$ cat config.mk
export PLATFORM = sky130hd
export DESIGN_NAME = life_generation_stepper
export DESIGN_NICKNAME = d
export VERILOG_FILES = /design/src/rtl/core/lgs_pkg.sv /design/src/rtl/core/lgs_ram.sv /design/src/rtl/core/lgs_window.sv /design/src/rtl/core/lgs_result_queue.sv /design/src/rtl/core/life_generation_stepper.sv
export VERILOG_INCLUDE_DIRS = /design/src /design/src/rtl/core
export SDC_FILE = /design/constraint.sdc
export NUM_CORES = 1
export LEC_CHECK = 0
export BUFFER_PORTS_ARGS = -buffer_cell sky130_fd_sc_hd__buf_2
export CORE_UTILIZATION = 40
export CTS_CLUSTER_DIAMETER = 40
export CTS_CLUSTER_SIZE = 40
export DETAILED_ROUTE_END_ITERATION = 10
export PLACE_DENSITY_LB_ADDON = 0.3
export SYNTH_ARGS = -nofsm -noshare
export SYNTH_HDL_FRONTEND = slang
export SYNTH_SLANG_ARGS = --single-unit
$ cat constraint.sdc
create_clock -name aclk -period 6.25 [get_ports aclk]
set_clock_uncertainty 0.2 [all_clocks]
set_input_delay 0.625 -clock aclk [delete_from_list [all_inputs] [get_ports aclk]]
set_output_delay 0.625 -clock aclk [all_outputs]
set_load 0.01 [all_outputs]
$ cat src/rtl/core/life_generation_stepper_assert.svh
// Assertion macros shared by the life generation stepper RTL.
// Depends on nothing; included by modules that carry concurrent checks.
`ifndef LIFE_GENERATION_STEPPER_ASSERT_SVH
`define LIFE_GENERATION_STEPPER_ASSERT_SVH

// Same-cycle implication, disabled while reset is asserted
`define LGS_ASSERT_IMP(label, clk, rstn, ante, cons, msg) \
    label: assert property (@(posedge clk) disable iff (!(rstn)) (ante) |-> (cons)) \
        else $error(msg);

// Next-cycle implication, disabled while reset is asserted
`define LGS_ASSERT_NXT(label, clk, rstn, ante, cons, msg) \
    label: assert property (@(posedge clk) disable iff (!(rstn)) (ante) |=> (cons)) \
        else $error(msg);

`endif

$ cat src/rtl/core/lgs_pkg.sv
// Package for the life generation stepper: constants, register codes,
// result types and the neighbor-count / rule helpers. No dependencies.
`default_nettype none

package lgs_pkg;

    // Row buffer size default
    localparam int MAX_WIDTH_DEF = 32;

    // Configuration port geometry
    localparam int CFG_AW = 3;
    localparam int CFG_DW = 16;
    localparam int RULE_W = 4;
    localparam int GW_W   = 6;
    localparam int ROW_W  = 16;
    localparam int CNT_W  = 4;

    // Result slots produced per cell and result queue size
    localparam int SLOTS     = 4;
    localparam int RES_DEPTH = 8;
    localparam int RES_AW    = 3;
    localparam int RES_CW    = 4;

    typedef enum logic [CFG_AW-1:0] {
        REG_SURVIVE_LOW  = 3'd0,
        REG_SURVIVE_HIGH = 3'd1,
        REG_BIRTH_LOW    = 3'd2,
        REG_BIRTH_HIGH   = 3'd3,
        REG_GRID_WIDTH   = 3'd4,
        REG_GRID_HEIGHT  = 3'd5
    } cfg_reg_t;

    typedef struct packed {
        logic [RULE_W-1:0] survive_low;
        logic [RULE_W-1:0] survive_high;
        logic [RULE_W-1:0] birth_low;
        logic [RULE_W-1:0] birth_high;
    } rule_cfg_t;

    typedef struct packed {
        logic             next_alive;
        logic             just_died;
        logic [CNT_W-1:0] neighbor_count;
        logic             frame_last;
    } result_t;

    // Up to four results for one accepted cell, in delivery order
    typedef struct packed {
        logic    [SLOTS-1:0] valid;
        result_t [SLOTS-1:0] res;
    } result_set_t;

    // Live cells among three bits
    function automatic logic [1:0] pop3(input logic [2:0] v);
        pop3 = {1'b0, v[0]} + {1'b0, v[1]} + {1'b0, v[2]};
    endfunction

    // Birth range wins; otherwise a live cell may survive; otherwise dead
    function automatic result_t apply_rule(input rule_cfg_t rc, input logic alive,
                                           input logic [CNT_W-1:0] cnt,
                                           input logic last);
        result_t r;
        logic    born;
        logic    keep;
        born = (cnt >= rc.birth_low) && (cnt <= rc.birth_high);
        keep = alive && (cnt >= rc.survive_low) && (cnt <= rc.survive_high);
        r.next_alive     = born || keep;
        r.just_died      = alive && !(born || keep);
        r.neighbor_count = cnt;
        r.frame_last     = last;
        return r;
    endfunction

endpackage

`default_nettype wire

$ cat src/rtl/core/lgs_ram.sv
// Generic single-port-write, single-port-read RAM with registered read.
// No dependencies.
`default_nettype none

module lgs_ram #(
    parameter int WIDTH = 2,
    parameter int DEPTH = 32
) (
    input  wire logic                     aclk,
    input  wire logic                     we,
    input  wire logic [$clog2(DEPTH)-1:0] waddr,
    input  wire logic [WIDTH-1:0]         wdata,
    input  wire logic [$clog2(DEPTH)-1:0] raddr,
    output logic      [WIDTH-1:0]         rdata
);

    logic [WIDTH-1:0] mem [DEPTH];

    // Write, and read old contents on a collision
    always_ff @(posedge aclk) begin
        if (we) begin
            mem[waddr] <= wdata;
        end
        rdata <= mem[raddr];
    end

endmodule

`default_nettype wire

$ cat src/rtl/core/lgs_window.sv
// Row buffers, 3x3 window, raster counters and per-cell result evaluation.
// Depends on lgs_pkg and lgs_ram.
`default_nettype none

module lgs_window #(
    parameter int MAX_WIDTH = lgs_pkg::MAX_WIDTH_DEF
) (
    input  wire logic                           aclk,
    input  wire logic                           aresetn,
    input  wire logic                           in_accept,
    input  wire logic                           cell_alive,
    input  wire lgs_pkg::rule_cfg_t             rule_cfg,
    input  wire logic [lgs_pkg::GW_W-1:0]       grid_width,
    input  wire logic [lgs_pkg::ROW_W-1:0]      grid_height,
    output lgs_pkg::result_set_t                res_set
);

    localparam int CW = $clog2(MAX_WIDTH);
    localparam logic [lgs_pkg::GW_W-1:0] MAXW = lgs_pkg::GW_W'(MAX_WIDTH);

    logic [CW-1:0]               column_count_reg, column_count_next;
    logic [lgs_pkg::ROW_W-1:0]   row_count_reg, row_count_next;
    logic [8:0]                  window_reg, window_next;
    logic [MAX_WIDTH-1:0]        valid_reg;
    logic                        rd_vld_reg;
    logic                        byp_hit_reg;
    logic [1:0]                  byp_data_reg;

    logic [CW-1:0]               raddr;
    logic [1:0]                  wdata;
    logic [1:0]                  ram_rdata;
    logic [1:0]                  row_data;
    logic [lgs_pkg::GW_W-1:0]    w_eff;
    logic [lgs_pkg::ROW_W-1:0]   h_eff;
    logic                        last_col, last_row;
    logic                        top, mid;
    logic [2:0]                  col;
    logic [8:0]                  win_base;
    logic                        r_ge1;

    // Results of one window position: row above (A) and, in the last row, this row (B)
    function automatic void eval_column(input lgs_pkg::rule_cfg_t rc, input logic [8:0] w,
                                        input logic final_col,
                                        output lgs_pkg::result_t res_a,
                                        output lgs_pkg::result_t res_b);
        logic [2:0]                lc, cc, rc3;
        logic [lgs_pkg::CNT_W-1:0] cnt_a, cnt_b;
        lc  = w[2:0];
        cc  = w[5:3];
        rc3 = w[8:6];
        cnt_a = {2'b00, lgs_pkg::pop3(lc)} + {2'b00, lgs_pkg::pop3(rc3)}
              + {3'b000, cc[0]} + {3'b000, cc[2]};
        cnt_b = {2'b00, lgs_pkg::pop3(lc & 3'b110)} + {2'b00, lgs_pkg::pop3(rc3 & 3'b110)}
              + {3'b000, cc[1]};
        res_a = lgs_pkg::apply_rule(rc, cc[1], cnt_a, 1'b0);
        res_b = lgs_pkg::apply_rule(rc, cc[2], cnt_b, final_col);
    endfunction

    // Effective geometry
    always_comb begin
        if (grid_width == '0) begin
            w_eff = lgs_pkg::GW_W'(1);
        end else if (grid_width > MAXW) begin
            w_eff = MAXW;
        end else begin
            w_eff = grid_width;
        end
        h_eff = (grid_height == '0) ? lgs_pkg::ROW_W'(1) : grid_height;
    end

    assign last_col = ({1'b0, lgs_pkg::GW_W'(column_count_reg)} + 7'd1) >= {1'b0, w_eff};
    assign last_row = ({1'b0, row_count_reg} + 17'd1) >= {1'b0, h_eff};
    assign r_ge1    = (row_count_reg != '0);

    // Counter advance
    always_comb begin
        if (last_col) begin
            column_count_next = '0;
            row_count_next    = last_row ? '0 : row_count_reg + lgs_pkg::ROW_W'(1);
        end else begin
            column_count_next = column_count_reg + CW'(1);
            row_count_next    = row_count_reg;
        end
    end

    // Row buffer: bit 1 upper row, bit 0 middle row; read one cell ahead
    assign raddr = in_accept ? column_count_next : column_count_reg;
    assign wdata = {row_data[0], cell_alive};

    lgs_ram #(
        .WIDTH (2),
        .DEPTH (MAX_WIDTH)
    ) u_rows (
        .aclk  (aclk),
        .we    (in_accept),
        .waddr (column_count_reg),
        .wdata (wdata),
        .raddr (raddr),
        .rdata (ram_rdata)
    );

    // Read data with same-address bypass; never-written entries read dead
    always_comb begin
        if (byp_hit_reg) begin
            row_data = byp_data_reg;
        end else if (rd_vld_reg) begin
            row_data = ram_rdata;
        end else begin
            row_data = 2'b00;
        end
    end

    // New window column: bit 0 row r-2, bit 1 row r-1, bit 2 row r
    assign top      = (row_count_reg >= lgs_pkg::ROW_W'(2)) ? row_data[1] : 1'b0;
    assign mid      = r_ge1 ? row_data[0] : 1'b0;
    assign col      = {cell_alive, mid, top};
    assign win_base = (column_count_reg == '0) ? 9'd0 : window_reg;
    assign window_next = {col, win_base[8:3]};

    // Result slots for this cell
    always_comb begin
        lgs_pkg::result_t ra0, rb0, ra1, rb1;
        eval_column(rule_cfg, window_next, 1'b0, ra0, rb0);
        eval_column(rule_cfg, {3'b000, window_next[8:3]}, 1'b1, ra1, rb1);
        res_set.res[0]   = ra0;
        res_set.res[1]   = rb0;
        res_set.res[2]   = ra1;
        res_set.res[3]   = rb1;
        res_set.valid[0] = in_accept && (column_count_reg != '0) && r_ge1;
        res_set.valid[1] = in_accept && (column_count_reg != '0) && last_row;
        res_set.valid[2] = in_accept && last_col && r_ge1;
        res_set.valid[3] = in_accept && last_col && last_row;
    end

    // Control state
    always_ff @(posedge aclk) begin
        if (!aresetn) begin
            column_count_reg <= '0;
            row_count_reg    <= '0;
            window_reg       <= '0;
            valid_reg        <= '0;
            rd_vld_reg       <= 1'b0;
            byp_hit_reg      <= 1'b0;
        end else begin
            rd_vld_reg  <= valid_reg[raddr];
            byp_hit_reg <= in_accept && (column_count_reg == raddr);
            if (in_accept) begin
                column_count_reg            <= column_count_next;
                row_count_reg               <= row_count_next;
                window_reg                  <= window_next;
                valid_reg[column_count_reg] <= 1'b1;
            end
        end
    end

    // Bypass payload
    always_ff @(posedge aclk) begin
        byp_data_reg <= wdata;
    end

endmodule

`default_nettype wire

$ cat src/rtl/core/lgs_result_queue.sv
// Result queue: takes up to four results per cycle in order, delivers one.
// Depends on lgs_pkg and life_generation_stepper_assert.svh.
`default_nettype none

`include "life_generation_stepper_assert.svh"

module lgs_result_queue (
    input  wire logic                 aclk,
    input  wire logic                 aresetn,
    input  wire lgs_pkg::result_set_t push_set,
    output logic                      room,
    output logic                      m_valid,
    input  wire logic                 m_ready,
    output lgs_pkg::result_t          m_res
);

    lgs_pkg::result_t              entry_reg [lgs_pkg::RES_DEPTH];
    logic [lgs_pkg::RES_AW-1:0]    wr_ptr_reg, rd_ptr_reg;
    logic [lgs_pkg::RES_CW-1:0]    count_reg, count_next;
    logic [lgs_pkg::RES_AW-1:0]    pos [lgs_pkg::SLOTS];
    logic [lgs_pkg::RES_CW-1:0]    push_cnt;
    logic                          pop;

    // Packed write positions of the valid slots
    always_comb begin
        logic [lgs_pkg::RES_CW-1:0] offs;
        offs = '0;
        for (int i = 0; i < lgs_pkg::SLOTS; i++) begin
            pos[i] = wr_ptr_reg + offs[lgs_pkg::RES_AW-1:0];
            offs   = offs + lgs_pkg::RES_CW'(push_set.valid[i]);
        end
        push_cnt = offs;
    end

    assign pop        = m_valid && m_ready;
    assign count_next = count_reg + push_cnt - lgs_pkg::RES_CW'(pop);
    assign room       = (count_reg <= lgs_pkg::RES_CW'(lgs_pkg::RES_DEPTH - lgs_pkg::SLOTS));
    assign m_valid    = (count_reg != '0);
    assign m_res      = entry_reg[rd_ptr_reg];

    // Pointers and fill level
    always_ff @(posedge aclk) begin
        if (!aresetn) begin
            wr_ptr_reg <= '0;
            rd_ptr_reg <= '0;
            count_reg  <= '0;
        end else begin
            wr_ptr_reg <= wr_ptr_reg + push_cnt[lgs_pkg::RES_AW-1:0];
            if (pop) begin
                rd_ptr_reg <= rd_ptr_reg + lgs_pkg::RES_AW'(1);
            end
            count_reg <= count_next;
        end
    end

    // Entry storage
    always_ff @(posedge aclk) begin
        for (int i = 0; i < lgs_pkg::SLOTS; i++) begin
            if (push_set.valid[i]) begin
                entry_reg[pos[i]] <= push_set.res[i];
            end
        end
    end

    `LGS_ASSERT_IMP(a_no_overflow, aclk, aresetn, 1'b1,
        count_reg <= lgs_pkg::RES_CW'(lgs_pkg::RES_DEPTH), "result queue overflow")
    `LGS_ASSERT_IMP(a_push_with_room, aclk, aresetn, push_cnt != '0, room,
        "results pushed without room")
    `LGS_ASSERT_NXT(a_pop_drains, aclk, aresetn, pop && (push_cnt == '0),
        count_reg == $past(count_reg) - lgs_pkg::RES_CW'(1), "pop did not drain one")
    `LGS_ASSERT_NXT(a_push_fills, aclk, aresetn, !pop && (push_cnt != '0),
        count_reg == $past(count_reg) + $past(push_cnt), "push count mismatch")

endmodule

`default_nettype wire

$ cat src/rtl/core/life_generation_stepper.sv
// Life generation stepper: one cell is taken per cycle while s_ready is high, in raster order
// (x fastest), and the next-generation state, a just-died flag, the live-neighbor count and a
// frame-last marker come out per cell through a registered result queue, one result per cycle
// while m_ready is high. Results lag one row plus one cell; in the last row of a frame with more
// than one row two results are due per cell, and the final cell of a row in the last row gives up
// to four. An input cell is taken whenever the eight-entry result queue has room for four results,
// so rows other than the last (and one-row frames) run at one cell per cycle while results drain,
// and the last row of a taller frame runs slower, bounded by the single result port. Rule ranges
// and grid size are written through the cfg port; the user must write them only while the block
// is idle, which the block does not enforce itself; cells outside the grid count as dead.
// Depends on lgs_pkg, lgs_window, lgs_result_queue.
`default_nettype none

module life_generation_stepper #(
    parameter int MAX_WIDTH = lgs_pkg::MAX_WIDTH_DEF
) (
    input  wire logic                         aclk,
    input  wire logic                         aresetn,
    // Configuration write port
    input  wire logic                         cfg_we,
    input  wire logic [lgs_pkg::CFG_AW-1:0]   cfg_addr,
    input  wire logic [lgs_pkg::CFG_DW-1:0]   cfg_data,
    // Cell input
    input  wire logic                         s_valid,
    output logic                              s_ready,
    input  wire logic                         s_cell_alive,
    // Results
    output logic                              m_valid,
    input  wire logic                         m_ready,
    output logic                              m_next_alive,
    output logic                              m_just_died,
    output logic [lgs_pkg::CNT_W-1:0]         m_neighbor_count,
    output logic                              m_frame_last
);

    lgs_pkg::rule_cfg_t             rule_reg;
    logic [lgs_pkg::GW_W-1:0]       grid_width_reg;
    logic [lgs_pkg::ROW_W-1:0]      grid_height_reg;
    logic                           in_accept;
    logic                           room;
    lgs_pkg::result_set_t           res_set;
    lgs_pkg::result_t               head;

    // Configuration registers
    always_ff @(posedge aclk) begin
        if (!aresetn) begin
            rule_reg.survive_low  <= lgs_pkg::RULE_W'(2);
            rule_reg.survive_high <= lgs_pkg::RULE_W'(3);
            rule_reg.birth_low    <= lgs_pkg::RULE_W'(3);
            rule_reg.birth_high   <= lgs_pkg::RULE_W'(3);
            grid_width_reg        <= lgs_pkg::GW_W'(32);
            grid_height_reg       <= lgs_pkg::ROW_W'(32);
        end else if (cfg_we) begin
            case (lgs_pkg::cfg_reg_t'(cfg_addr))
                lgs_pkg::REG_SURVIVE_LOW:  rule_reg.survive_low  <= cfg_data[lgs_pkg::RULE_W-1:0];
                lgs_pkg::REG_SURVIVE_HIGH: rule_reg.survive_high <= cfg_data[lgs_pkg::RULE_W-1:0];
                lgs_pkg::REG_BIRTH_LOW:    rule_reg.birth_low    <= cfg_data[lgs_pkg::RULE_W-1:0];
                lgs_pkg::REG_BIRTH_HIGH:   rule_reg.birth_high   <= cfg_data[lgs_pkg::RULE_W-1:0];
                lgs_pkg::REG_GRID_WIDTH:   grid_width_reg        <= cfg_data[lgs_pkg::GW_W-1:0];
                lgs_pkg::REG_GRID_HEIGHT:  grid_height_reg       <= cfg_data[lgs_pkg::ROW_W-1:0];
                default: begin
                end
            endcase
        end
    end

    // Input handshake
    assign s_ready   = room;
    assign in_accept = s_valid && room;

    lgs_window #(
        .MAX_WIDTH (MAX_WIDTH)
    ) u_window (
        .aclk        (aclk),
        .aresetn     (aresetn),
        .in_accept   (in_accept),
        .cell_alive  (s_cell_alive),
        .rule_cfg    (rule_reg),
        .grid_width  (grid_width_reg),
        .grid_height (grid_height_reg),
        .res_set     (res_set)
    );

    lgs_result_queue u_queue (
        .aclk     (aclk),
        .aresetn  (aresetn),
        .push_set (res_set),
        .room     (room),
        .m_valid  (m_valid),
        .m_ready  (m_ready),
        .m_res    (head)
    );

    // Result fields
    assign m_next_alive     = head.next_alive;
    assign m_just_died      = head.just_died;
    assign m_neighbor_count = head.neighbor_count;
    assign m_frame_last     = head.frame_last;

endmodule

`default_nettype wire
# After elaboration in Yosys (flattened, before gate mapping)

Memory sizes are Yosys's and may differ from the RTL's. A register that Yosys moved wholly into a read port is not among the register bits.
Cells that the tools add are included.

Register bits after elaboration: 114
Memory bits (writable): 120
Input bits: 25
Output and inout port bits: 9
Logic and storage cells: 155
Memories: 2

Memories:

| name                | depth | bits a word | read ports | clocked after memory_dff | wr ports | line                   | source |
|---|---|---|---|---|---|---|---|
| u_window.u_rows.mem | 32    | 2           | 1          | 1                        | 1        | lgs_ram.sv:17          | `logic [WIDTH-1:0] mem [DEPTH];` |
| u_queue.entry_reg   | 8     | 7           | 1          | 1                        | 4        | lgs_result_queue.sv:17 | `lgs_pkg::result_t entry_reg [lgs_pkg::RES_DEPTH];` |

Add/subtract/negate cells: 31
Order comparisons: 24
Equality and inequality tests: 6
Multiplexer cells: 27
Bitwise gates (word level): 1
Reduce and logical (&&, ||, !) cells: 48

Operators by type and width:

| kind                                                               | number |
|---|---|
| greater-or-equal comparator 4 bit                                  | 8 |
| less-or-equal comparator 4 bit                                     | 8 |
| 2-to-1 mux 16 bit                                                  | 2 |
| OR 32 bit                                                          | 1 |
| logical AND 1 bit                                                  | 26 |
| adder 4 x 1 -> 4 bit                                               | 6 |
| adder 16 x 1 -> 17 bit, second input constant                      | 1 |
| greater-or-equal comparator 17 x 16 -> 1 bit                       | 1 |
| adder 16 x 1 -> 16 bit, second input constant                      | 1 |
| greater-or-equal comparator 16 x 2 -> 1 bit, second input constant | 1 |
| logical NOT 16 bit                                                 | 1 |
| nonzero test 16 bit                                                | 1 |
| adder 1 x 1 -> 2 bit                                               | 7 |
| 2-to-1 mux 1 bit                                                   | 14 |
| AND reduction 2 bit                                                | 7 |
| less-than comparator 5 x 6 -> 1 bit, second input constant         | 2 |
| 2-to-1 mux 6 bit                                                   | 2 |
| 2-to-1 mux 5 bit                                                   | 2 |
| adder 3 bit                                                        | 3 |
| 2-to-1 mux 9 bit                                                   | 1 |
| greater-or-equal comparator 7 x 6 -> 1 bit                         | 1 |
| adder 2 x 1 -> 2 bit                                               | 3 |
| adder 2 x 1 -> 3 bit                                               | 2 |
| adder 2 x 2 -> 3 bit                                               | 2 |
| 24 further kinds                                                   | 34 |

# Logic depth before layout (Yosys ltp)

Gate-level depths: netlist of the first run.

Depth after elaboration: 14
Mapped depth: 30
Depth with buffers taken out: 27

# Hierarchy

From an unflattened synthesis of the first run, not the netlist that was laid out.

Cells, all modules: 1461
Area, all modules: 14458.9 um^2

By module, submodules not included:

| module                  | instances | cells an instance | area each (um^2) |
|---|---|---|---|
| lgs_window              | 1         | 637               | 5172.5 |
| lgs_result_queue        | 1         | 488               | 4968.5 |
| lgs_ram                 | 1         | 185               | 2782.7 |
| life_generation_stepper | 1         | 151               | 1535.2 |

# Worst setup path after synthesis of the first run

OpenSTA, ideal clock, no wires.

Kind: flip-flop to flip-flop
Start: register u_window.rd_vld_reg
End: memory u_queue.entry_reg[7][5] (netlist name), data pin
Setup time: 0.268 ns
Data arrival time: 5.749 ns
Data required time: 5.782 ns
Setup slack: 0.032 ns
Stages on the path, launching flop included: 18
Buffers on the path: 0
Clock period less this slack: 6.218 ns
Path through: dfxtp_1 > nand2_1 > o21ai_0 > nand2_1 > fa_1 > inv_1 > ha_1 > fa_1 > ha_1 > xnor2_1 > ha_1 > o21a_1 > o21a_1 > o21a_1 > o32ai_2 > nor2_1 > mux2i_1 > a221oi_2

RTL lines:

| what                   | line                   | source |
|---|---|---|
| from (decl)            | lgs_window.sv:25       | `logic rd_vld_reg;` |
| from (signal assigned) | lgs_window.sv:145      | `rd_vld_reg <= valid_reg[raddr];` |
| to (decl)              | lgs_result_queue.sv:17 |  |

==> out/qor_table.md, run 1 <==
| Quantity | This run |
|---|---|
| Mean area per synthesized cell | 9.94 um2 |
| Worst slack, placed | 0.165 ns |
| Maximum cell stage delay along the critical path | 0.56 ns |
| Unrepaired setup endpoints after global routing | no |
| Post-route DRC violation count | 4 |
| CTS H-tree depth | 2 |
| Predominant post-synthesis flop cell | sky130_fd_sc_hd__dfxtp_1 |
| Top-level I/O count | 34 |
| Sw Ratio | 0.282 |
| Standard cell area after detailed placement | 15400 um2 |
| Detailed-placement wirelength estimate | 29300 um |
| Clock network power share | 0.453 |
| Vias in the first global route | 11300 |
| Die Y | 193 um |
| Clock root buffer | sky130_fd_sc_hd__clkbuf_16 |
| Class of the worst hold path | input port to register |
| Async set-or-reset flop fraction in the synthesized netlist | 0 |
| Clock Sinks | 236 |
| Layout Cell Area excl Fill | 16700 um2 |
| Overall global routing resource usage | 0.218 |
| Crit end category | register |
| Worst R2R Start | u_window.column_count_reg[0] |
| Cell Chain, Critical Path | inv_1 -> ha_1 -> or4b_1 -> and2_1 -> fa_1 -> inv_1 -> fa_1 -> inv_1 -> ha_1 -> fa_1 -> ha_2 -> ha_1 -> nor2b_1 -> o21a_1 -> o21a_1 -> o21a_1 -> o32ai_2 -> buf_4 -> inv_1 -> a211oi_1 -> a2bb2oi_1 |
| Initial cell density of the core | 0.408 |
| Time the worst path needs with I/O delays and setup | 5.99 ns |
| Data required time of the worst path | 6.43 ns |
| Remaining global-route overflow | 0 |
| Internal cell power | 3.31 mW |
| Type of the worst setup path | register to register |
| Area fraction of the dominant cell type after synthesis | 0.198 |
| Clock-pin slew of the registers on the worst-case setup and hold paths | 0.05 ns |
| Data arrival time at the worst-slack endpoint | 6.17 ns |
| Cells on worst reg2reg path | 21 |
| R2r setup slk | 0.26 ns |
| Layout area overhead | 15.0% |
| Max-slew headroom at the worst pin | 0.323 |
| Cell count after synthesis | 1463 |
| Setup-failing EPs final | 0 |
| Synthesized area | 14500 um2 |
| Crit-path slowest cell | sky130_fd_sc_hd__or4b_1 |
| CP Launch Point | u_window.column_count_reg[0] |
| Number of distinct library cells after synthesis | 86 |
| Count of warnings emitted by yosys | 0 |
| VDD IR-drop max | 0.225 mV |
| Register bit count reported by yosys | 236 |
| Combinational fraction of design power | 0.171 |
| Number of port buffers | 33 |
| Final hold violation count | 0 |
| Smallest hold slack | 0.144 ns |
| Slack of the critical path | 0.258 ns |
| Worst-margin pin slew | 1.01 ns |
| Violations in the final reports | DRC |
| Std-Cell Core Area | 35700 um2 |
| Wire length of the first global-routing pass | 62600 um |
| Main area contributors after synthesis | sky130_fd_sc_hd__edfxtp_1 (20%), sky130_fd_sc_hd__dfxtp_1 (19%), sky130_fd_sc_hd__ha_1 (9.4%) |
| Launch instance of the worst min-delay path | cfg_data[11] |
| Power density cells | 276 nW/um2 |
| Routed len/inst | 19.8 um |
| Number of DRC violations after detailed-routing iteration 0 | 857 |
| Share of cells above drive strength 1 | 0.152 |
| Instance count along the most critical hold path | 3 |
| Post-Route Setup TNS | 0 ns |
| CTS Hold Bufs | 0 |
| Fin nets | 1671 |
| N_diodes | 0 |
| Largest fanout of any net on the critical path | 8 |
| Average via count per standard cell | 5.71 |
| Die width | 193 um |
| Total vias in the final route | 11500 |
| Number of detailed-route iterations in the first pass | 8 |
| Sequential share of power | 0.376 |
| Standard-cell rows | 69 |
| Post-DRT Antenna Nets | 0 |
| Switch Pwr | 1.30 mW |
| Number of buffers inserted during clock tree synthesis | 37 |
| Reported leakage power | 6.81 nW |
| Highest attainable clock frequency | 167 MHz |
| TritonCTS clock tree | done |
| Critical Path Most Common Cell | sky130_fd_sc_hd__inv_1 |
| Count of pins over their slew limit | 0 |
| Worst-skew pair later-pin latency | 0.53 ns |
| Maximum number of pins on one net before global-route repair | 68 |
| Proportion of synthesized chip area in sequential cells | 0.391 |
| Placer Congestion | 0.954 |
| Die area | 37100 um2 |
| Number of buffers on the longest clock path | 3 |
| Result of the run | finished, violations left |
| Kind of start point of the critical path | register |
| Total wire length after detailed routing | 39800 um |
| Reported max-cap violation count | 0 |
| Synthesized net count | 1612 |
| Post-synthesis cell type with the largest combined area | sky130_fd_sc_hd__edfxtp_1 |
| Flip-flop count of the largest register after layout | 64 |
| Final period util | 0.959 |
| Number of synthesized flops with an enable pin | 96 |
| Initial antenna violation count | 0 |
cells in the mapped netlist (16+ instances only):
cell type / instances
sky130_fd_sc_hd__a21boi_0: 24
sky130_fd_sc_hd__a21o_1: 24
sky130_fd_sc_hd__a21oi_1: 46
sky130_fd_sc_hd__and2_1: 29
sky130_fd_sc_hd__and3_1: 17
sky130_fd_sc_hd__clkbuf_1: 41
sky130_fd_sc_hd__dfxtp_1: 140
sky130_fd_sc_hd__edfxtp_1: 96
sky130_fd_sc_hd__ha_1: 109
sky130_fd_sc_hd__inv_1: 87
sky130_fd_sc_hd__mux2i_1: 107
sky130_fd_sc_hd__nand2_1: 141
sky130_fd_sc_hd__nand2b_1: 18
sky130_fd_sc_hd__nand3_1: 38
sky130_fd_sc_hd__nor2_1: 103
sky130_fd_sc_hd__nor2b_1: 27
sky130_fd_sc_hd__nor3_1: 30
sky130_fd_sc_hd__o211ai_1: 16
sky130_fd_sc_hd__o21a_1: 54
sky130_fd_sc_hd__xnor2_1: 19
per-stage QoR:
step | utilization | total power, mW | std cells
after floorplan | - | 2.32 | 1463
after global placement | 0.432 | 2.54 | 1941
after detailed placement | 0.432 | 2.55 | 1941
after CTS | 0.467 | 4.65 | 2009
after global routing | 0.469 | 4.79 | 2012
final | 0.469 | 4.61 | 2012
per-layer routing:
metal / global-route usage / part of all wire / vias to the layer above
met4: 0.0633 / 0.018 / 0
met5: 0 / 0 / -
li1: - / - / 5496
met2: 0.357 / 0.47 / 377
met1: 0.292 / 0.45 / 5551
met3: 0.0395 / 0.065 / 61
power groups by stage:
| stage | registers (mW) | logic (mW) | clock network, mW |
|---|---|---|---|
| 2_1_floorplan | 1.73 | 0.587 | 0 |
| 3_3_place_gp | 1.77 | 0.768 | 0 |
| 3_5_place_dp | 1.77 | 0.782 | 0 |
| 4_1_cts | 1.74 | 0.787 | 2.13 |
| 5_1_grt | 1.75 | 0.860 | 2.19 |
| 6_report | 1.74 | 0.788 | 2.09 |
worst max-delay path, delay by kind of cell (launching register included):
family	cells	cell delay, ns
flip-flops	1	0.31
AO/OA/AOI/OAI	6	1.25
AND/OR/NAND/NOR	3	0.93
adder cells (fa/ha/maj)	7	2.66
buffers and inverters	5	0.49
what timing repair did:
action,CTS,global route
setup buffers,0,3
setup endpoints to repair,0,54
gates resized for setup,0,14
cells in the final DEF, fill, tap and decap left out, drive strengths merged, types with 10 or more instances in the layout:
cell type,count
a211oi,13
a21boi,24
a21o,24
a21oi,49
a221oi,14
a22o,10
a31oi,14
and2,30
and3,17
buf,89
clkbuf,44
clkinv,11
dfxtp,140
edfxtp,96
fa,15
ha,109
inv,95
mux2,13
mux2i,107
mux4,15
nand2,141
nand2b,18
nand3,40
nand4,16
nor2,105
nor2b,27
nor3,30
nor4,14
o211ai,17
o21a,54
o21ai,18
o22ai,12
xnor2,19
xor2,13
area by class of cell:
cell class / count / area (um2)
fillers: 3313 / 18900
multi-input cells: 1071 / 8280
flip-flops and latches: 236 / 5690
clock buffers: 44 / 1000
repair buffers: 89 / 588
well taps: 461 / 577
inverters: 87 / 330
clock inverters: 24 / 264
logic make-up (layout without fill, tap and decap cells):
kind of cell	count (synthesis)	count (layout)	synth area share
xor gates and xnor gates	32	32	0.0193
and+or+nand+nor	470	470	0.162
adders and majority gates	124	124	0.114
buffers and inverters	156	244	0.0443
DFF	236	236	0.391
muxes	135	135	0.107
AOI/OAI and AO/OA	310	310	0.163
path summary, 6_finish.rpt:
kind | endpoint
max reg2reg | u_queue.entry_reg[0][6]
max | u_queue.entry_reg[0][6]
min | grid_height_reg[11]
min reg2reg | u_window.valid_reg[17]
Note: power is estimated with default switching activity, not from simulation.
==> run 2, diff against run 1 <==
- ABC_AREA: default -> 1
==> run 2 against run 1 <==
  * The run now ends clean
  * Count of clock-buffer cells in the layout shrank 8
  * Register-to-register slack gained 0.36 ns
  * Non-clock buffer count shrank 41
  * Routed wire length grew 5.2%
  * Final cell count grew 25%
  * Setup slack gained 0.36 ns
  * Final area shrank 0.74%
  * Via count grew 17%
  * Global-route usage grew 0.20 points
  * Critical path type unchanged
  * Largest cell class unchanged
==> out/qor_table.md, run 2 <==
| Quantity | This run | vs previous |
|---|---|---|
| Cell count after synthesis | 2016 | +38% |
| Remaining global-route overflow | 0 | unchanged |
| Predominant post-synthesis flop cell | sky130_fd_sc_hd__dfxtp_1 |  |
| Count of pins over their slew limit | 0 | unchanged |
| Layout Cell Area excl Fill | 16600 um2 | -0.74% |
| Post-CTS setup-driven buffer insertion count | 0 | unchanged |
| Flip-flop count of the largest register after layout | 64 | unchanged |
| Worst R2R Start | u_window.row_count_reg[2] |  |
| Time the worst path needs with I/O delays and setup | 5.64 ns | -0.356 ns |
| Post-Route Setup TNS | 0 ns | unchanged |
| Kind of start point of the critical path | register |  |
| Data arrival time at the worst-slack endpoint | 5.96 ns | -0.21 ns |
| Detailed-placement wirelength estimate | 29300 um | about the same |
| Number of buffers on the longest clock path | 3 | unchanged |
| Result of the run | complete, no violations |  |
| Maximum cell stage delay along the critical path | 0.52 ns | -0.04 ns |
| Register bit count reported by yosys | 236 | unchanged |
| Fraction of the mapped netlist area in compound gates | 0.106 | -0.0568 |
| Routed len/inst | 16.6 um | -16% |
| Highest-count cells in the layout ignoring fill and taps | sky130_fd_sc_hd__nand2_1 (397), sky130_fd_sc_hd__nor2_1 (297), sky130_fd_sc_hd__inv_1 (264) |  |
| Combinational family with the most area after synthesis | simple AND/OR/NAND/NOR gates |  |
| Xor and xnor fraction of the mapped netlist area | 0.0129 | -0.00641 |
| Crit-path slowest cell | sky130_fd_sc_hd__fa_1 |  |
| Average via count per standard cell | 5.31 | -7.0% |
| Max-slew headroom at the worst pin | 0.209 | -0.114 |
| # fillers | 3595 | +8.5% |
| Unrepaired setup endpoints after global routing | no |  |
| Number of detailed-route iterations in the first pass | 5 | -3 |
| Busiest metal layer after global routing | met2 |  |
| Class of the worst hold path | input port to register |  |
| Die width | 196 um | +1.5% |
| VDD IR-drop max | 0.206 mV | -8.7% |
| R2r setup slk | 0.61 ns | +0.36 ns |
| Number of synthesized flops with an enable pin | 96 | unchanged |
| Post-route DRC violation count | 0 | -4 |
| Mean area per synthesized cell | 7.43 um2 | -25% |
| Number of buffers inserted during clock tree synthesis | 31 | -16% |
| Clock-pin slew of the registers on the worst-case setup and hold paths | 0.07 ns | +0.02 ns |
| Worst-margin pin slew | 1.19 ns | +0.174 ns |
| Portion of netlist area occupied by mux cells | 0 | -0.107 |
| Area fraction of the dominant cell type after synthesis | 0.192 | -0.00579 |
| Clock Sinks | 236 | unchanged |
| Overall global routing resource usage | 0.220 | +0.00198 |
| Global-route track usage on met1 | 0.298 | +0.00585 |
| Proportion of synthesized chip area in sequential cells | 0.379 | -0.0114 |
| Die area | 38200 um2 | +3.0% |
| Clock root buffer | sky130_fd_sc_hd__clkbuf_16 |  |
| Main area contributors after synthesis | sky130_fd_sc_hd__edfxtp_1 (19%), sky130_fd_sc_hd__dfxtp_1 (19%), sky130_fd_sc_hd__nand2_1 (9.9%) |  |
| Post-DRT Antenna Nets | 0 | unchanged |
| Standard-cell rows | 70 | +1.4% |
| Top-level I/O count | 34 | unchanged |
| Maximum number of pins on one net before global-route repair | 58 | -15% |
| Reported leakage power | 7.57 nW | +11% |
| Number of distinct library cells after synthesis | 49 | -43% |
| Vias in the first global route | 12700 | +13% |
| Top-count cell post-synth | sky130_fd_sc_hd__nand2_1 |  |
| Simple logic cell fraction of the synthesized area | 0.298 | +0.136 |
| Synthesized-area fraction occupied by adder cells | 0.111 | -0.00334 |
| Initial cell density of the core | 0.408 | about the same |
| Reported max-cap violation count | 0 | unchanged |
| Std-Cell Core Area | 36700 um2 | +2.9% |
| Launch instance of the worst min-delay path | cfg_data[5] |  |
| Highest attainable clock frequency | 177 MHz | +6.3% |
| Final hold violation count | 0 | unchanged |
| Worst-skew pair later-pin latency | 0.60 ns | +0.07 ns |
| Standard cell area after detailed placement | 15500 um2 | +0.64% |
| Reg-to-reg critical path endpoint | u_queue.count_reg[3] |  |
| CTS H-tree depth | 1 | -1 |
| Met2 Track Usage GR | 0.354 | -0.00375 |
| N_diodes | 0 | unchanged |
| Final period util | 0.902 | -0.0570 |
| Total wire length after detailed routing | 41800 um | +5.2% |
| Crit end category | register |  |
| Wire length of the first global-routing pass | 67000 um | +7.0% |
| Synthesized area | 15000 um2 | +3.0% |
| TritonCTS clock tree | done |  |
| Number of port buffers | 33 | unchanged |
| Fin nets | 2177 | +30% |
| Placer Congestion | 0.966 | +1.3% |
| Type of the worst setup path | register to register |  |
| Met3 GRT Util | 0.0294 | -0.0101 |
| Data required time of the worst path | 6.57 ns | +0.14 ns |
| Die Y | 196 um | +1.5% |
| Critical Path Most Common Cell | sky130_fd_sc_hd__inv_1 |  |
| Async set-or-reset flop fraction in the synthesized netlist | 0 | unchanged |
| Instance count along the most critical hold path | 3 | unchanged |
| Largest fanout of any net on the critical path | 6 | -2 |
| Power density cells | 303 nW/um2 | +10% |
| Count of warnings emitted by yosys | 0 | unchanged |
| Total vias in the final route | 13400 | +17% |
| Post-layout total power | 5.04 mW | +9.2% |
| Post-synthesis cell type with the largest combined area | sky130_fd_sc_hd__edfxtp_1 |  |
| Endpoint of the worst hold path | grid_height_reg[5] |  |
| Setup-failing EPs final | 0 | unchanged |
| Top cell types by occurrence after synthesis | sky130_fd_sc_hd__nand2_1 (397), sky130_fd_sc_hd__nor2_1 (297), sky130_fd_sc_hd__inv_1 (264) |  |
| Commonest non-fill, non-tap cell in the layout | sky130_fd_sc_hd__nand2_1 |  |
| Cells on worst reg2reg path | 28 | +33% |
| Number of DRC violations after detailed-routing iteration 0 | 998 | +16% |
| Initial antenna violation count | 0 | unchanged |
| Share of cells above drive strength 1 | 0.0745 | -0.0776 |
| Synthesized net count | 2165 | +34% |
| Layout area overhead | 10.8% |  |
[run 2: cell types whose count changed after synthesis, sizes merged, moves of 24 or more]
cell    delta
and2      -29
nor2     +205
a21o      -24
nand3b    +30
nor2b     -27
o21ai    +111
nand3    +141
inv      +182
mux2i    -107
nand2    +269
o21a      -47
a21oi     +66
nand4     +26
[run 2: per-stage QoR]
step	worst slack [ns]	hold slack, ns	instances	util
after floorplan	1.03	0.214	2016	-
after global placement	0.470	0.228	2463	0.422
after detailed placement	0.277	0.237	2463	0.422
after CTS	0.253	0.0410	2521	0.452
after global routing	0.0773	0.0587	2521	0.452
final	0.614	0.0609	2521	0.452
[run 2: area by class of cell]
| class | count | area, um2 | area share |
|---|---|---|---|
| Clock inverter | 22 | 274 | 0.0165 |
| Clock buffer | 36 | 836 | 0.0503 |
| Tap cell | 468 | 586 | 0.0353 |
| Multi-Input combinational cell | 1439 | 7920 | 0.477 |
| Sequential cell | 236 | 5690 | 0.342 |
| Inverter | 272 | 1020 | 0.0616 |
| Timing Repair Buffer | 48 | 278 | 0.0167 |
[run 2: cells by family after synthesis]
| family | after synthesis |
|---|---|
| AO/OA/AOI/OAI | 293 |
| XOR/XNOR | 22 |
| AND/OR/NAND/NOR | 1000 |
| adder cells (fa/ha/maj) | 124 |
| buffers and inverters | 341 |
| flip-flops | 236 |
[run 2: worst max-delay path by stage]
stage	start	end	slack, ns	cells after the start
after detailed placement	u_window.column_count_reg[1]	u_queue.entry_reg[3][6]	0.28	27
final	u_window.row_count_reg[2]	u_queue.count_reg[3]	0.61	28
after global placement	u_window.column_count_reg[0]	u_queue.entry_reg[7][6]	0.47	27
after global routing	u_window.row_count_reg[2]	u_queue.count_reg[3]	0.08	28
after CTS	u_window.column_count_reg[1]	u_queue.entry_reg[3][6]	0.25	27
after floorplan	u_window.row_count_reg[2]	u_queue.count_reg[3]	1.03	29
[run 2: repair_timing]
| item | CTS | global route |
|---|---|---|
| hold buffers | 0 | 0 |
| endpoints found under the setup margin | 0 | 9 |
| hold endpoints to repair | 0 | 0 |
| gates resized for setup | 0 | 2 |
[run 2: report_power, final]
| group | total [mW] | switching (mW) | internal (mW) | leakage (nW) |
|---|---|---|---|---|
| Clock | 1.85 | 0.797 | 1.05 | 0.532 |
| Combinational | 1.44 | 0.996 | 0.441 | 5.03 |
| Sequential | 1.75 | 0.0438 | 1.71 | 2.01 |
| Total | 5.04 | 1.84 | 3.20 | 7.57 |
[run 2: metal layers]
layer,vias to the layer above,share of wire
met5,-,0
met4,0,0.035
met3,95,0.067
met2,430,0.45
met1,6195,0.45
li1,6662,-
[run 2: worst max-delay path, delay by kind of cell, from the launching register on]
family                     cells  cell delay (ns)
AOI/OAI and AO/OA              5             0.74
buffers and inverters          6             0.37
DFF                            1             0.45
adders and majority gates      6             2.05
xor gates and xnor gates       1             0.19
and+or+nand+nor               10             1.56
==> run 3, diff against run 2 <==
- HOLD_SLACK_MARGIN: default -> 0.12
==> run 3 against run 2 <==
  * Non-clock buffer count up 9
  * Setup slack worse by 0.011 ns
  * Global-route usage hardly changed
  * Clock power about the same
  * Count of clock-buffer cells in the layout stayed put
  * Critical path type unchanged
==> out/qor_table.md, run 3 (synthesis results as in run 2) <==
| Quantity | This run | vs previous |
|---|---|---|
| Result of the run | complete, no violations |  |
| Reported max-cap violation count | 0 | unchanged |
| Data required time of the worst path | 6.58 ns | about the same |
| Worst slack, placed | 0.277 ns | unchanged |
| Die area | 38200 um2 | unchanged |
| Clock-pin slew of the registers on the worst-case setup and hold paths | 0.06 ns | about the same |
| Standard cell area after detailed placement | 15500 um2 | unchanged |
| Largest fanout of any net on the critical path | 6 | unchanged |
| Post-route DRC violation count | 0 | unchanged |
| Type of the worst setup path | register to register |  |
| Detailed-placement wirelength estimate | 29300 um | unchanged |
| Average via count per standard cell | 5.31 | +0.12% |
| Count of pins over their slew limit | 0 | unchanged |
| Slack of the critical path | 0.603 ns | -0.0108 ns |
| Crit end category | register |  |
| Std-Cell Core Area | 36700 um2 | unchanged |
| Placer Congestion | 0.966 | unchanged |
| Maximum number of pins on one net before global-route repair | 58 | unchanged |
| Unrepaired setup endpoints after global routing | no |  |
| Die width | 196 um | unchanged |
| Crit-path slowest cell | sky130_fd_sc_hd__fa_1 |  |
| Number of buffers on the longest clock path | 3 | unchanged |
| # fillers | 3583 | -0.33% |
| Standard-cell rows | 70 | unchanged |
| Post-DRT Antenna Nets | 0 | unchanged |
| Remaining global-route overflow | 0 | unchanged |
| Total vias in the final route | 13400 | +0.48% |
| Setup-failing EPs final | 0 | unchanged |
| CTS H-tree depth | 1 | unchanged |
| N_diodes | 0 | unchanged |
| Commonest non-fill, non-tap cell in the layout | sky130_fd_sc_hd__nand2_1 |  |
| Routed len/inst | 16.6 um | about the same |
| Top-level I/O count | 34 | unchanged |
| Final period util | 0.903 | +0.00173 |
| Number of detailed-route iterations in the first pass | 5 | unchanged |
| Total area of sequential cells | 5690 um2 | unchanged |
| Area of combinational cells with multiple inputs | 7920 um2 | unchanged |
| Wire length of the first global-routing pass | 67200 um | +0.24% |
| Flip-flop count of the largest register after layout | 64 | unchanged |
| Share of cells above drive strength 1 | 0.0742 | -0.000325 |
| Total wire length after detailed routing | 42000 um | +0.40% |
| Class of the worst hold path | input port to register |  |
| Worst-margin pin slew | 1.20 ns | +0.0104 ns |
| Critical Path Most Common Cell | sky130_fd_sc_hd__inv_1 |  |
| Layout area overhead | 11.4% |  |
| Overall global routing resource usage | 0.221 | +0.000449 |
| Data arrival time at the worst-slack endpoint | 5.97 ns | about the same |
| Fraction of the core area covered by cells at the end of the flow | 0.455 | +0.00246 |
| Kind of start point of the critical path | register |  |
| Post-Route Setup TNS | 0 ns | unchanged |
| Highest attainable clock frequency | 177 MHz | -0.19% |
| Time the worst path needs with I/O delays and setup | 5.65 ns | +0.0108 ns |
| Number of buffers inserted during clock tree synthesis | 31 | unchanged |
| Reported leakage power | 7.61 nW | +0.50% |
| Vias in the first global route | 12800 | +0.36% |
| Max-slew headroom at the worst pin | 0.203 | -0.00690 |
| Initial antenna violation count | 0 | unchanged |
| Fin nets | 2186 | +0.41% |
| VDD IR-drop max | 0.206 mV | +0.29% |
| Clock Sinks | 236 | unchanged |
| Power density cells | 302 nW/um2 | -0.33% |
| Worst-skew pair later-pin latency | 0.60 ns | about the same |
| Number of DRC violations after detailed-routing iteration 0 | 1138 | +14% |
| Final hold violation count | 0 | unchanged |
| Highest-count cells in the layout ignoring fill and taps | sky130_fd_sc_hd__nand2_1 (397), sky130_fd_sc_hd__nor2_1 (297), sky130_fd_sc_hd__inv_1 (264) |  |
| Number of port buffers | 33 | unchanged |
| Die Y | 196 um | unchanged |
| Layout Cell Area excl Fill | 16700 um2 | +0.54% |
| Maximum cell stage delay along the critical path | 0.52 ns | about the same |
| Clock root buffer | sky130_fd_sc_hd__clkbuf_16 |  |
| Initial cell density of the core | 0.408 | unchanged |
| TritonCTS clock tree | done |  |
==> run 3: worst paths after layout <==
check | end | slack (ns) | depth (start not counted) | from
setup / recovery | u_queue.count_reg[3] | 0.60 | 28 | u_window.row_count_reg[2]
hold / removal | grid_height_reg[14] | 0.13 | 3 | cfg_data[14]
setup reg to reg | u_queue.count_reg[3] | 0.60 | 28 | u_window.row_count_reg[2]
hold reg to reg | u_queue.entry_reg[0][0] | 0.24 | 2 | u_queue.entry_reg[0][0]
==> run 3: metal layers <==
| metal | wire length [um] | up-vias | GRT usage |
|---|---|---|---|
| li1 | - | 6678 | - |
| met1 | 18900 | 6242 | 0.298 |
| met2 | 18700 | 430 | 0.355 |
| met3 | 2870 | 96 | 0.0294 |
| met4 | 1510 | 0 | 0.0913 |
| met5 | 0 | - | 0 |
==> run 3: where the power goes <==
part	switching, mW	total (mW)	leakage [nW]	internal [mW]
Sequential	0.0438	1.75	2.01	1.71
Clock	0.801	1.85	0.532	1.05
Combinational	0.998	1.44	5.07	0.445
Total	1.84	5.05	7.61	3.20
==> run 3: repair_timing <==
item | in CTS | in global routing
buffers inserted | 0 | 0
gates resized for setup | 0 | 2
setup endpoints to repair | 0 | 9
endpoints found under the hold margin | 10 | 0
hold buffers | 9 | 0
==> run 3: layout make-up <==
cell class,instances,area share
multi-input cells,1439,0.475
repair buffers,57,0.0220
flip-flops and latches,236,0.341
clock inverters,22,0.0164
well taps,468,0.0351
clock buffers,36,0.0501
inverters,272,0.0612
==> run 3: worst max-delay path: cells and delay by family, from the launching register on <==
family | cells | cell delay [ns]
fa+ha+maj | 6 | 2.06
simple gates | 10 | 1.57
compound gates | 5 | 0.74
flops | 1 | 0.45
buf+inv | 6 | 0.38
xor+xnor | 1 | 0.19
==> run 3: metrics by stage <==
stage / std cells / hold slack [ns] / total power, mW
5_1_grt: 2530 / 0.153 / 5.33
2_1_floorplan: 2016 / 0.214 / 2.78
3_3_place_gp: 2463 / 0.228 / 3.18
6_report: 2530 / 0.132 / 5.05
4_1_cts: 2530 / 0.121 / 5.07
3_5_place_dp: 2463 / 0.237 / 3.21
